## src/rtl/core/tcle_pkg.sv

```systemverilog
// Shared constants and types of the text console line editor
package tcle_pkg;

    localparam int SCREEN_ROWS  = 25;
    localparam int SCREEN_COLS  = 80;
    localparam int BUFFER_DEPTH = 32;

    localparam int ROW_W  = (SCREEN_ROWS > 1) ? $clog2(SCREEN_ROWS) : 1;
    localparam int COL_W  = (SCREEN_COLS > 1) ? $clog2(SCREEN_COLS) : 1;
    localparam int CELL_W = $clog2(SCREEN_ROWS * SCREEN_COLS);
    localparam int BUF_AW = $clog2(BUFFER_DEPTH);
    localparam int FILL_W = $clog2(BUFFER_DEPTH + 1);

    localparam logic [7:0] ATTR_RESET    = 8'h0c;
    localparam logic [7:0] KEY_BACKSPACE = 8'h0e;
    localparam logic [7:0] KEY_ENTER     = 8'h1c;
    localparam logic [7:0] KEY_LIMIT     = 8'h81;
    localparam logic [7:0] CHAR_NEWLINE  = 8'h0a;
    localparam logic [7:0] PRINT_LO      = 8'h20;
    localparam logic [7:0] PRINT_HI      = 8'h7e;

    localparam logic [1:0] RS_NONE      = 2'd0;
    localparam logic [1:0] RS_VALID     = 2'd1;
    localparam logic [1:0] RS_NOT_READY = 2'd2;

    typedef enum logic [1:0] {
        CMD_PRINT     = 2'd0,
        CMD_KEY       = 2'd1,
        CMD_READ_LINE = 2'd2,
        CMD_READ_CHAR = 2'd3
    } t_cmd;

    typedef enum logic [1:0] {
        ST_IDLE,
        ST_EXEC,
        ST_CHECK,
        ST_DRAIN
    } t_state;

    typedef struct packed {
        logic capture;
        logic exec;
        logic check;
        logic drain;
    } t_dp_ctrl;

    typedef struct packed {
        logic is_read;
        logic complete;
        logic drain_done;
    } t_dp_status;

    typedef struct packed {
        logic        cell_write;
        logic [10:0] cell_index;
        logic [15:0] cell_word;
        logic        low_byte_only;
        logic        scroll_request;
        logic        cursor_update;
        logic [4:0]  cursor_row;
        logic [6:0]  cursor_col;
        logic [7:0]  read_char;
        logic [1:0]  read_status;
        logic        last;
    } t_result;

endpackage

```

## src/rtl/core/tcle_ram.sv

```systemverilog
// Generic single-write, single-read RAM with registered read data
module tcle_ram #(
    parameter int WIDTH = 8,
    parameter int DEPTH = 32
) (
    input  logic                     i_clk,
    input  logic                     i_we,
    input  logic [$clog2(DEPTH)-1:0] i_waddr,
    input  logic [WIDTH-1:0]         i_wdata,
    input  logic [$clog2(DEPTH)-1:0] i_raddr,
    output logic [WIDTH-1:0]         o_rdata
);

    logic [WIDTH-1:0] r_mem [DEPTH];
    logic [WIDTH-1:0] r_rdata;

    always_ff @(posedge i_clk) begin
        if (i_we) begin
            r_mem[i_waddr] <= i_wdata;
        end
        r_rdata <= r_mem[i_raddr];
    end

    assign o_rdata = r_rdata;

endmodule

```

## src/rtl/core/tcle_ctrl.sv

```systemverilog
// Controller state machine of the text console line editor
module tcle_ctrl (
    input  logic                  i_clk,
    input  logic                  i_rst_n,
    input  logic                  i_start,
    input  tcle_pkg::t_dp_status  i_status,
    output tcle_pkg::t_dp_ctrl    o_ctrl,
    output logic                  o_busy
);

    tcle_pkg::t_state r_state;
    tcle_pkg::t_state n_state;

    always_ff @(posedge i_clk) begin
        if (!i_rst_n) begin
            r_state <= tcle_pkg::ST_IDLE;
        end else begin
            r_state <= n_state;
        end
    end

    always_comb begin
        n_state = r_state;
        o_ctrl  = '0;
        case (r_state)
            tcle_pkg::ST_IDLE: begin
                if (i_start) begin
                    o_ctrl.capture = 1'b1;
                    n_state        = tcle_pkg::ST_EXEC;
                end
            end
            tcle_pkg::ST_EXEC: begin
                o_ctrl.exec = 1'b1;
                n_state     = i_status.is_read ? tcle_pkg::ST_CHECK : tcle_pkg::ST_IDLE;
            end
            tcle_pkg::ST_CHECK: begin
                o_ctrl.check = 1'b1;
                n_state      = i_status.complete ? tcle_pkg::ST_DRAIN : tcle_pkg::ST_IDLE;
            end
            tcle_pkg::ST_DRAIN: begin
                o_ctrl.drain = 1'b1;
                if (i_status.drain_done) begin
                    n_state = tcle_pkg::ST_IDLE;
                end
            end
            default: begin
                n_state = tcle_pkg::ST_IDLE;
            end
        endcase
    end

    assign o_busy = (r_state != tcle_pkg::ST_IDLE);

endmodule

```

## src/rtl/core/tcle_dp.sv

```systemverilog
// Datapath: cursor, line buffer, attribute register and result register
module tcle_dp (
    input  logic                  i_clk,
    input  logic                  i_rst_n,
    input  tcle_pkg::t_dp_ctrl    i_ctrl,
    output tcle_pkg::t_dp_status  o_status,
    input  logic [1:0]            i_command,
    input  logic [7:0]            i_character,
    input  logic [7:0]            i_scancode,
    input  logic                  i_end_of_string,
    input  logic                  i_cfg_we,
    input  logic [7:0]            i_cfg_wdata,
    output tcle_pkg::t_result     o_result,
    output logic                  o_result_valid
);

    localparam int ROW_W  = tcle_pkg::ROW_W;
    localparam int COL_W  = tcle_pkg::COL_W;
    localparam int CELL_W = tcle_pkg::CELL_W;
    localparam int BUF_AW = tcle_pkg::BUF_AW;
    localparam int FILL_W = tcle_pkg::FILL_W;

    // Latched item
    tcle_pkg::t_cmd r_cmd;
    logic [7:0]     r_char;
    logic [7:0]     r_scan;
    logic           r_eos;

    // Architectural state
    logic [ROW_W-1:0]  r_row,  n_row;
    logic [COL_W-1:0]  r_col,  n_col;
    logic [FILL_W-1:0] r_fill, n_fill;
    logic [BUF_AW-1:0] r_idx,  n_idx;
    logic [7:0]        r_attr;

    tcle_pkg::t_result r_res, n_res;
    logic              r_valid, n_valid;

    // Line buffer port signals
    logic              w_we;
    logic [7:0]        w_wdata;
    logic [BUF_AW-1:0] w_raddr;
    logic [7:0]        w_q;

    // Decode
    logic              w_is_read;
    logic              w_room;
    logic              w_print_key;
    logic              w_newline;
    logic              w_advance;
    logic              w_back;
    logic              w_scroll;
    logic              w_complete;
    logic              w_drain_done;
    logic [COL_W:0]    w_col_inc;
    logic [COL_W-1:0]  w_cell_col;
    logic [CELL_W-1:0] w_index;
    logic [FILL_W-1:0] w_fill_m1;

    tcle_ram #(
        .WIDTH (8),
        .DEPTH (tcle_pkg::BUFFER_DEPTH)
    ) u_line_ram (
        .i_clk   (i_clk),
        .i_we    (w_we),
        .i_waddr (r_fill[BUF_AW-1:0]),
        .i_wdata (w_wdata),
        .i_raddr (w_raddr),
        .o_rdata (w_q)
    );

    assign w_is_read = (r_cmd == tcle_pkg::CMD_READ_LINE) ||
                       (r_cmd == tcle_pkg::CMD_READ_CHAR);
    assign w_room    = (r_fill < FILL_W'(tcle_pkg::BUFFER_DEPTH));
    assign w_fill_m1 = FILL_W'(r_fill - 1'b1);
    assign w_print_key = (r_scan < tcle_pkg::KEY_LIMIT) &&
                         (r_char inside {[tcle_pkg::PRINT_LO:tcle_pkg::PRINT_HI]});
    assign w_col_inc = {1'b0, r_col} + 1'b1;

    always_comb begin
        w_newline = 1'b0;
        w_advance = 1'b0;
        w_back    = 1'b0;
        w_we      = 1'b0;
        w_wdata   = r_char;
        case (r_cmd)
            tcle_pkg::CMD_PRINT: begin
                if (r_char == tcle_pkg::CHAR_NEWLINE) begin
                    w_newline = 1'b1;
                end else begin
                    w_advance = 1'b1;
                end
            end
            tcle_pkg::CMD_KEY: begin
                if (r_scan == tcle_pkg::KEY_BACKSPACE) begin
                    w_back = (r_fill != '0) && (r_col != '0);
                end else if (r_scan == tcle_pkg::KEY_ENTER) begin
                    w_newline = w_room;
                    w_we      = w_room;
                    w_wdata   = tcle_pkg::CHAR_NEWLINE;
                end else if (w_print_key && w_room) begin
                    w_advance = 1'b1;
                    w_we      = 1'b1;
                end
            end
            default: begin
                w_newline = 1'b0;
            end
        endcase
        // Writes only land while executing a key item
        w_we = w_we && i_ctrl.exec;
    end

    // Cursor movement
    always_comb begin
        n_row    = r_row;
        n_col    = r_col;
        w_scroll = 1'b0;
        if (i_ctrl.exec && !w_is_read) begin
            if (w_back) begin
                n_col = COL_W'(r_col - 1'b1);
            end else if (w_newline ||
                         (w_advance && (w_col_inc >= (COL_W+1)'(tcle_pkg::SCREEN_COLS)))) begin
                n_col = '0;
                if (r_row == ROW_W'(tcle_pkg::SCREEN_ROWS - 1)) begin
                    w_scroll = 1'b1;
                end else begin
                    n_row = ROW_W'(r_row + 1'b1);
                end
            end else if (w_advance) begin
                n_col = w_col_inc[COL_W-1:0];
            end
        end
    end

    assign w_cell_col = w_back ? COL_W'(r_col - 1'b1) : r_col;
    assign w_index    = CELL_W'(r_row) * CELL_W'(tcle_pkg::SCREEN_COLS) + CELL_W'(w_cell_col);

    // Read port: tail entry during exec, head during check, next entry while draining
    always_comb begin
        w_raddr = '0;
        if (i_ctrl.exec) begin
            w_raddr = w_fill_m1[BUF_AW-1:0];
        end else if (i_ctrl.drain) begin
            w_raddr = BUF_AW'(r_idx + 1'b1);
        end
    end

    assign w_complete   = (r_fill >= FILL_W'(2)) && (w_q == tcle_pkg::CHAR_NEWLINE);
    assign w_drain_done = (r_cmd == tcle_pkg::CMD_READ_CHAR) ||
                          (FILL_W'(r_idx) == w_fill_m1);

    assign o_status.is_read    = w_is_read;
    assign o_status.complete   = w_complete;
    assign o_status.drain_done = w_drain_done;

    // Fill count and drain index
    always_comb begin
        n_fill = r_fill;
        n_idx  = r_idx;
        if (i_ctrl.exec && !w_is_read) begin
            if (w_back) begin
                n_fill = FILL_W'(r_fill - 1'b1);
            end else if (w_we) begin
                n_fill = FILL_W'(r_fill + 1'b1);
            end
        end
        if (i_ctrl.check) begin
            n_idx = '0;
        end
        if (i_ctrl.drain) begin
            n_idx = BUF_AW'(r_idx + 1'b1);
            if (w_drain_done) begin
                n_fill = '0;
            end
        end
    end

    // Result assembly
    always_comb begin
        n_valid          = 1'b0;
        n_res            = '0;
        n_res.cursor_row = 5'(n_row);
        n_res.cursor_col = 7'(n_col);
        if (i_ctrl.exec && !w_is_read) begin
            n_valid              = 1'b1;
            n_res.cell_write     = w_advance || w_back;
            if (w_advance || w_back) begin
                n_res.cell_index = 11'(w_index);
                n_res.cell_word  = {r_attr, (w_back ? 8'h00 : r_char)};
            end
            n_res.low_byte_only  = w_advance && (r_cmd == tcle_pkg::CMD_KEY);
            n_res.scroll_request = w_scroll;
            n_res.cursor_update  = (r_cmd == tcle_pkg::CMD_KEY) ? 1'b1 : r_eos;
        end else if (i_ctrl.check && !w_complete) begin
            n_valid           = 1'b1;
            n_res.read_status = tcle_pkg::RS_NOT_READY;
            n_res.last        = 1'b1;
        end else if (i_ctrl.drain) begin
            if (r_cmd == tcle_pkg::CMD_READ_CHAR) begin
                n_valid           = 1'b1;
                n_res.read_char   = w_q;
                n_res.read_status = tcle_pkg::RS_VALID;
                n_res.last        = 1'b1;
            end else if (w_drain_done) begin
                // Tail entry is the newline: emit the terminator in its place
                n_valid           = 1'b1;
                n_res.read_status = tcle_pkg::RS_VALID;
                n_res.last        = 1'b1;
            end else if (w_q != tcle_pkg::CHAR_NEWLINE) begin
                n_valid           = 1'b1;
                n_res.read_char   = w_q;
                n_res.read_status = tcle_pkg::RS_VALID;
            end
        end
    end

    always_ff @(posedge i_clk) begin
        if (i_ctrl.capture) begin
            r_cmd  <= tcle_pkg::t_cmd'(i_command);
            r_char <= i_character;
            r_scan <= i_scancode;
            r_eos  <= i_end_of_string;
        end
        if (n_valid) begin
            r_res <= n_res;
        end
        r_idx <= n_idx;
    end

    always_ff @(posedge i_clk) begin
        if (!i_rst_n) begin
            r_row   <= '0;
            r_col   <= '0;
            r_fill  <= '0;
            r_attr  <= tcle_pkg::ATTR_RESET;
            r_valid <= 1'b0;
        end else begin
            r_row   <= n_row;
            r_col   <= n_col;
            r_fill  <= n_fill;
            r_valid <= n_valid;
            if (i_cfg_we) begin
                r_attr <= i_cfg_wdata;
            end
        end
    end

    assign o_result       = r_res;
    assign o_result_valid = r_valid;

endmodule

```

## src/rtl/core/text_console_line_editor_top.sv

```systemverilog
// Top level of the text console line editor
// Print and key items: executed in the cycle after the transfer, result strobed in the cycle
// after that as busy drops; busy holds off the next item until then; results are never held off.
// Read line: the single RAM read port walks one entry per cycle (newlines give no result,
// the terminator comes as busy drops); read character and not-ready reads end the same way.
// Reset clears cursor, fill count and strobe, attribute 0x0C.
module text_console_line_editor_top (
    input  logic        i_clk,
    input  logic        i_rst_n,
    input  logic        i_start,
    output logic        o_busy,
    input  logic [1:0]  i_command,
    input  logic [7:0]  i_character,
    input  logic [7:0]  i_scancode,
    input  logic        i_end_of_string,
    input  logic        i_cfg_we,
    input  logic [7:0]  i_cfg_wdata,
    output logic        o_result_valid,
    output logic        o_cell_write,
    output logic [10:0] o_cell_index,
    output logic [15:0] o_cell_word,
    output logic        o_low_byte_only,
    output logic        o_scroll_request,
    output logic        o_cursor_update,
    output logic [4:0]  o_cursor_row,
    output logic [6:0]  o_cursor_col,
    output logic [7:0]  o_read_char,
    output logic [1:0]  o_read_status,
    output logic        o_last
);

    tcle_pkg::t_dp_ctrl   w_ctrl;
    tcle_pkg::t_dp_status w_status;
    tcle_pkg::t_result    w_result;

    tcle_ctrl u_ctrl (
        .i_clk    (i_clk),
        .i_rst_n  (i_rst_n),
        .i_start  (i_start),
        .i_status (w_status),
        .o_ctrl   (w_ctrl),
        .o_busy   (o_busy)
    );

    tcle_dp u_dp (
        .i_clk           (i_clk),
        .i_rst_n         (i_rst_n),
        .i_ctrl          (w_ctrl),
        .o_status        (w_status),
        .i_command       (i_command),
        .i_character     (i_character),
        .i_scancode      (i_scancode),
        .i_end_of_string (i_end_of_string),
        .i_cfg_we        (i_cfg_we),
        .i_cfg_wdata     (i_cfg_wdata),
        .o_result        (w_result),
        .o_result_valid  (o_result_valid)
    );

    assign o_cell_write     = w_result.cell_write;
    assign o_cell_index     = w_result.cell_index;
    assign o_cell_word      = w_result.cell_word;
    assign o_low_byte_only  = w_result.low_byte_only;
    assign o_scroll_request = w_result.scroll_request;
    assign o_cursor_update  = w_result.cursor_update;
    assign o_cursor_row     = w_result.cursor_row;
    assign o_cursor_col     = w_result.cursor_col;
    assign o_read_char      = w_result.read_char;
    assign o_read_status    = w_result.read_status;
    assign o_last           = w_result.last;

endmodule

```

## config.mk

```make
export PLATFORM = sky130hd
export DESIGN_NAME = text_console_line_editor_top
export DESIGN_NICKNAME = d
export VERILOG_FILES = /design/src/rtl/core/tcle_pkg.sv /design/src/rtl/core/tcle_ram.sv /design/src/rtl/core/tcle_ctrl.sv /design/src/rtl/core/tcle_dp.sv /design/src/rtl/core/text_console_line_editor_top.sv
export SDC_FILE = /design/constraint.sdc
export NUM_CORES = 1
export LEC_CHECK = 0
export ABC_CLOCK_PERIOD_IN_PS = 6500
export BUFFER_PORTS_ARGS = -buffer_cell sky130_fd_sc_hd__buf_2
export CORE_UTILIZATION = 40
export CTS_CLUSTER_DIAMETER = 60
export DETAILED_ROUTE_END_ITERATION = 10
export SLEW_MARGIN = 10
export SYNTH_ARGS = -nofsm -noshare
export SYNTH_HDL_FRONTEND = slang
export SYNTH_SLANG_ARGS = --single-unit
```

## constraint.sdc

```tcl
create_clock -name i_clk -period 6.5 [get_ports i_clk]
set_input_delay 1.3 -clock i_clk [delete_from_list [all_inputs] [get_ports i_clk]]
set_output_delay 1.3 -clock i_clk [all_outputs]
set_load 0.1 [all_outputs]
```

Yosys cells after proc, flatten, opt, wreduce, memory -nomap -nowiden
Memory sizes are Yosys's and may differ from the RTL's. A register that Yosys moved wholly into a read port is not among the register bits.
Index checks and enable logic that the tools add are counted.
W data, S select, Z words.
Word-level totals
  memories kept: 1
  output and inout bits: 56
  latch bits: 0
  RAM bits: 256
  bits in registers: 107
  bits of input ports: 31
  logic and storage cells: 147
  bits in read-only memories: 0
Cells by class
  add/sub/neg operators: 7
  $lt $le $gt $ge: 6
  divide/modulo/power cells: 0
  multiplexer cells: 62
  $mul: 1
  reductions and logical operators: 27
  bitwise operators: 4
  equality and inequality tests: 15
  shifts and indexed selects: 0
Memories
  u_dp.u_line_ram.r_mem: depth 32, width 8, rd ports 1, clocked after Yosys merged registers in 1, wr ports 1, RTL line tcle_ram.sv:14  | logic [WIDTH-1:0] r_mem [DEPTH];
Operators with widths (number)
  $mux W5: 8
  $mux W7: 5
  $mux W8: 4
  $mux W6: 5
  $mux W1: 28
  $eq A8 B4 Y1 const B: 3
  $add A11 B7 Y11: 1
  $mux W11: 1
  $add A5 B1 Y5 const B: 2
  $logic_and A1 B1 Y1: 10
  $mux W10: 1
  $mux W2: 5
  $reduce_or A3 Y1: 3
  $add A7 B1 Y8 const B: 1
  $eq A2 B2 Y1 const B: 4
  $eq A8 B5 Y1 const B: 1
  $ge A8 B6 Y1 const B: 1
  $ge A8 B7 Y1 const B: 1
  $le A8 B7 Y1 const B: 1
  $lt A8 B8 Y1 const B: 1
  $ne A8 B4 Y1 const B: 1
  $pmux W2 S4: 1
  $mul A5 B3 Y7 const B: 1
  $reduce_bool A7 Y1: 1
  other kinds (19): 32

Longest topological paths before layout
  word-level depth: 14
  gate-level depth with buffers: 14
  gate-level depth less buffers: 14

Cells and area by module
Synthesis repeated with hierarchy kept, for this count alone.
Unflattened totals
  cell total of the unflattened synthesis: 933
  area, all modules: 15658.8 sq um
Modules (own cells, without submodules)
  tcle_ram: cells each 417, instances 1, area each 10053.4 sq um
  tcle_dp: cells each 501, instances 1, area each 5481.5 sq um
  tcle_ctrl: cells each 15, instances 1, area each 123.9 sq um

Worst setup path before layout
No wires, ideal clock.
  path kind: register to register
  start: register u_dp.r_fill[0]
  end: register u_dp.r_res (netlist bit u_dp.o_result[0]) (enable)
  arrival time: 4465 ps
  cell stages (with the launch flop): 9
  clock period less this slack: 4965 ps
  slack: 1535 ps
  data required time: 6001 ps
  path through: dfxtp_1 -> buf_6 -> inv_1 -> ha_1 -> or3b_1 -> xor2_1 -> xor2_1 -> a41oi_1 -> a31oi_1
Between the ends
  longest elaborated chain between the ends: 8
  elaborated cells on any way between the ends: 12
  those cells by class: add/sub (1); order compare (1); eq/ne (1); mux (5); reduce/logical (4)
RTL lines
  start: declaration: RTL line tcle_dp.sv:32  | logic [FILL_W-1:0] r_fill, n_fill;
  start signal: assignment: RTL line tcle_dp.sv:241  | r_fill <= n_fill;
  $sub A6 B1 Y6: RTL line tcle_dp.sv:75  | assign w_fill_m1 = FILL_W'(r_fill - 1'b1);
  $eq A5 B6 Y1: RTL line tcle_dp.sv:151  | (FILL_W'(r_idx) == w_fill_m1);
  $logic_or A1 B1 Y1: RTL line tcle_dp.sv:150  | assign w_drain_done = (r_cmd == tcle_pkg::CMD_READ_CHAR) ||
  $mux W1: RTL line tcle_dp.sv:205  | end else if (w_drain_done) begin
  $mux W1: RTL line tcle_dp.sv:200  | if (r_cmd == tcle_pkg::CMD_READ_CHAR) begin
  $mux W1: RTL line tcle_dp.sv:199  | end else if (i_ctrl.drain) begin
  $mux W1 (*): RTL line tcle_dp.sv:195  | end else if (i_ctrl.check && !w_complete) begin
  $mux W1 (*): RTL line tcle_dp.sv:185  | if (i_ctrl.exec && !w_is_read) begin
  net u_dp.n_valid: RTL line tcle_dp.sv:37  | logic r_valid, n_valid;
  end signal: assignment: RTL line tcle_dp.sv:226  | r_res <= n_res;
  end: declaration: RTL line tcle_dp.sv:36  | tcle_pkg::t_result r_res, n_res;
The timed path passes the listed nets; every way through them passes the cells marked *.
A chain may end at the register's enable or synchronous reset.

Worst setup path in the final report
  start: register u_dp.r_fill[0]
  end: register u_dp.u_line_ram.r_rdata[1], in the netlist u_dp.u_line_ram.o_rdata[1], read port of u_dp.u_line_ram.r_mem
Between the ends
  longest elaborated chain between the ends: 2
RTL lines
  $sub A6 B1 Y6: RTL line tcle_dp.sv:75
  $mux W5: RTL line tcle_dp.sv:142  | if (i_ctrl.exec) begin
  end: declaration: RTL line tcle_ram.sv:15  | logic [WIDTH-1:0] r_rdata;
No other way between the ends.

==> flow_results.org <==
** Timing
- After routing, the total negative slack on setup checks comes to 0 ns.
- Static timing analysis puts the maximum clock frequency at 271 MHz.
- On the final layout, the worst hold slack is between 0.4 and 0.5 ns.
- Measured against its own limit, the worst slew margin works out to 21.9%.
- Setup violations remaining at the end of the flow were counted as 0.
- Share of the clock period used by the worst path :: a little under three fifths
- Setup repair after global routing left no endpoint under its margin.
- Between clock sinks in the finished design, the worst skew comes to roughly 0.022 ns.
- The count of pins over their slew limit was 0.
- The worst path needs 3.69 ns of the cycle, external delays included.
- The hold violation total from the final report was 0.
- At the pin with the least slew margin, the transition time is about 1.2 ns.

** Drt
- The detail route stage leaves a number of antenna-violating nets equal to 0.
- First-iteration detailed-routing DRC count :: 1007
- Dividing the detail-routed via count by the number of cells gives ~5.6.
- After detailed routing, the average wire length per cell comes to 21.3 µm.
- Total wirelength of the detailed-routed design :: 38.3 mm
- Number of iterations in the first detailed-routing pass :: 5
- For this run, design rule violations remaining after detail routing come to 0.
- The routed layout has approximately 10k vias.

** Pwr
- Maximum ir drop on the vdd rail :: 160 µV
- Power spread over the standard cell area amounts to about 300 nW/µm².
- The design draws approximately 5.4 mW.
- Standby leakage power :: about 6.3 nW

** Setup path
- The critical path goes through inv_1 -> ha_1 -> nor2b_2 -> or3_2 -> buf_4 -> nand2_1 -> a221oi_1 -> nor3_1 -> a211oi_1.
- The critical path is of the register to register type.
- CP Max Fanout :: 50
- CP Launch Type :: register
- On the worst path, the slowest cell contributes a delay of about 0.63 ns.
- Kind of cell adding the most delay to the critical path :: simple AND/OR/NAND/NOR gates
- In this run the critical register-to-register path is captured at u_dp.u_line_ram.o_rdata[1].
- Endpoint required time on the critical path :: around 7 ns
- Counting both buffers and inverters, the worst setup path holds a total of 2.
- The worst setup path is captured at a register.
- Reg-to-reg setup timing slack :: about 2.8 ns
- Data arrival time of the worst path :: 4.17 ns
- The startpoint identified for the worst register-to-register timing path is u_dp.r_fill[0].
- Worst r2r path cells :: 9
- The largest individual stage delay along the critical path comes from the cell sky130_fd_sc_hd__or3_2.

** Synth
- Summing the areas of all fa, ha and maj instances in the mapped netlist gives 1.83% of the synthesized area.
- Top cell type by total area after synthesis :: sky130_fd_sc_hd__edfxtp_1
- The synthesized netlist devotes ~12% of its cell area to simple gates.
- Multiplexer cells account for roughly 3.9% of the synthesized area.
- By area the synthesized netlist is led by sky130_fd_sc_hd__edfxtp_1, sky130_fd_sc_hd__dfxtp_1, sky130_fd_sc_hd__a21oi_1.
- Flip-flop and latch count after synthesis :: approximately 370
- After technology mapping, the gate count stands at around 1.2k.
- Distinct cell type count of the synthesized netlist :: 76
- Post-Synthesis Mean Instance Area :: between 10 and 15 µm²
- For this run, asynchronously set or reset flops after synthesis account for 0%.
- Summing the areas of all xor and xnor instances in the mapped netlist gives under 10% of the synthesized area.
- The top cell type by area accounts for a little over three fifths of the synthesized area.
- Sequential cell area fraction in the yosys report :: roughly 68%
- Primary FF master, synth :: sky130_fd_sc_hd__edfxtp_1
- Summing the areas of all compound-gate instances in the mapped netlist gives between 10 and 15% of the synthesized area.
- Post-synth EDFFs :: between 300 and 400
- During synthesis, Yosys emitted a total of 0 warnings.
- By area, the combinational part of the netlist is dominated by simple AND/OR/NAND/NOR gates.
- Cell area after synthesis :: 15900 µm²
- The number of nets handed over by synthesis was roughly 1.2k.

** Hold path
- The worst hold path was traced through 2 stages.
- Type of the most critical hold path :: register to register
- The worst hold path begins at u_dp.r_attr[3].
- Hold Crit Endpoint :: u_dp.r_attr[3]

** Final layout
- Most frequent cells in the layout :: sky130_fd_sc_hd__edfxtp_1, sky130_fd_sc_hd__nand2_1, sky130_fd_sc_hd__a21oi_1
- Leaving out fill and tap cells, the most frequent cell in the layout is sky130_fd_sc_hd__edfxtp_1.
- Relative to the synthesized area, the layout overhead comes to 13.9%.
- The finished layout holds approximately 1.8k standard cells, fillers aside.
- With fillers left out, the area of the finished cells amounts to approximately 18000 µm².
- Of the cells placed in the final design, the portion with a size suffix greater than 1 is between 15 and 20%.
- 0 antenna diodes ended up in the layout.
- Final net count :: 1302

** Clock network
- Setup bufs post-CTS :: 0
- Counting the buffers created by CTS gives between 40 and 50.
- The clock reaches the later pin of the worst-skew pair after 0.57 ns.
- TritonCTS built the clock tree.
- Number of sinks on the clock net :: between 300 and 400
- CTS resizes :: 0
- After clock tree synthesis, the clock-pin slew on the worst setup and hold paths is 0.06 ns.
- Clock buffer depth :: 3
- H-tree depth reported by CTS :: 2
- Buffer cell driving the clock tree root :: sky130_fd_sc_hd__clkbuf_16
- In this run, post-CTS hold repair placed 0 buffers.

** Place
- Placer's final routability congestion estimate :: ~0.87
- The HPWL after detailed placement is 24.6 mm.
- Count of input and output buffers :: between 80 and 90
- Post-Place Cells :: approximately 1.7k
- Area after DPL :: between 15000 and 20000 µm²

** Floorplan
- Die span in y :: 201 µm
- Number of top-level pins :: a little under 90
- For this configuration, the core starts out at a cell density of between 40% and 50%.
- Die W :: between 200 and 250 µm
- The total area inside the core boundary comes to ~40000 µm².
- The initialized floorplan defines approximately 70 standard-cell rows.
- Area of the die :: approximately 40000 µm²

** Global route
- Entering global routing, the biggest net connects ~110 pins.
- The first global-routing pass estimated approximately 59 mm of wire.
- Total global-route track usage :: 19.1%
- Initial antenna violation count :: 3
- Remaining global-route overflow :: 0
- Vias in the first global route :: 9694

** Run
- Max-cap violations in this run came to 0.

** Status
- The run finished with clean final reports.
## stage by stage
step | util [%] | setup slack (ns)
after floorplan | - | 1.54
after global placement | 43.2 | 2.98
after detailed placement | 43.2 | 2.82
after CTS | 46.5 | 2.80
after global routing | 46.5 | 2.41
final | 46.5 | 2.81
## Yosys cell counts (18+ instances only)
library cell               number
sky130_fd_sc_hd__and3_1        22
sky130_fd_sc_hd__nor2_1        86
sky130_fd_sc_hd__and2_1        22
sky130_fd_sc_hd__nor3_1        29
sky130_fd_sc_hd__dfxtp_1       37
sky130_fd_sc_hd__a21oi_1       98
sky130_fd_sc_hd__clkbuf_1      41
sky130_fd_sc_hd__nand2_1      130
sky130_fd_sc_hd__ha_1          20
sky130_fd_sc_hd__buf_2         20
sky130_fd_sc_hd__mux2i_1       21
sky130_fd_sc_hd__a221oi_1      35
sky130_fd_sc_hd__edfxtp_1     334
sky130_fd_sc_hd__xnor2_1       18
## logic make-up after synthesis
| kind of cell | Yosys count |
|---|---|
| adder cells (fa/ha/maj) | 22 |
| AO/OA/AOI/OAI | 253 |
| buffers and inverters | 83 |
| XOR/XNOR | 31 |
| flip-flops | 371 |
| multiplexers | 42 |
| AND/OR/NAND/NOR | 373 |
## sequential cells by signal, indices dropped and copies added (netlist names)
name                     count
u_dp.u_line_ram.r_mem      256
u_dp.o_result               54
u_dp.r_attr                  8
u_dp.r_char                  8
u_dp.r_scan                  8
u_dp.u_line_ram.o_rdata      8
u_dp.r_col                   7
u_dp.r_fill                  6
u_dp.r_idx                   5
u_dp.r_row                   5
u_ctrl.r_state               2
u_dp.r_cmd                   2
u_dp.o_result_valid          1
u_dp.r_eos                   1
## layout make-up
cell class / instances / area, µm²
well taps: 518 / 648
clock inverters: 21 / 218
flip-flops and latches: 371 / 10800
inverters: 14 / 52.6
clock buffers: 51 / 1070
fillers: 3498 / 20800
repair buffers: 100 / 548
multi-input cells: 721 / 4790
## worst max path at each step
stage	slack [ns]	from	cells after the start	end
global placement	2.98	u_dp.r_fill[0]	9	u_dp.u_line_ram.o_rdata[1]
CTS	2.80	u_dp.r_fill[0]	9	u_dp.u_line_ram.o_rdata[1]
global route	2.41	u_dp.r_fill[0]	9	u_dp.u_line_ram.o_rdata[1]
floorplan	1.54	u_dp.r_fill[0]	8	u_dp.o_result[0]
detailed placement	2.82	u_dp.r_fill[0]	9	u_dp.u_line_ram.o_rdata[1]
finish	2.81	u_dp.r_fill[0]	9	u_dp.u_line_ram.o_rdata[1]
## per-layer routing
| metal | GRT usage [%] | vias up | routed length, µm |
|---|---|---|---|
| met3 | 3.29 | 71 | 2410 |
| met5 | 0 | - | 13 |
| met4 | 7.12 | 2 | 1020 |
| met1 | 26.8 | 4955 | 17300 |
| met2 | 29.7 | 331 | 17600 |
| li1 | - | 4637 | - |
## power by group
group          leakage (nW)  internal (mW)  switching (mW)
Sequential             3.31           2.65          0.0374
Combinational          2.32          0.110           0.342
Clock                 0.635           1.30           0.943
## worst register-to-register path, cell delays in order, from the launching register on
cell                       delay, ns
sky130_fd_sc_hd__dfxtp_1        0.53
sky130_fd_sc_hd__inv_1          0.15
sky130_fd_sc_hd__ha_1           0.40
sky130_fd_sc_hd__nor2b_2        0.56
sky130_fd_sc_hd__or3_2          0.63
sky130_fd_sc_hd__buf_4          0.56
sky130_fd_sc_hd__nand2_1        0.12
sky130_fd_sc_hd__a221oi_1       0.31
sky130_fd_sc_hd__nor3_1         0.14
sky130_fd_sc_hd__a211oi_1       0.22
Power figures use the tool's default switching activity.
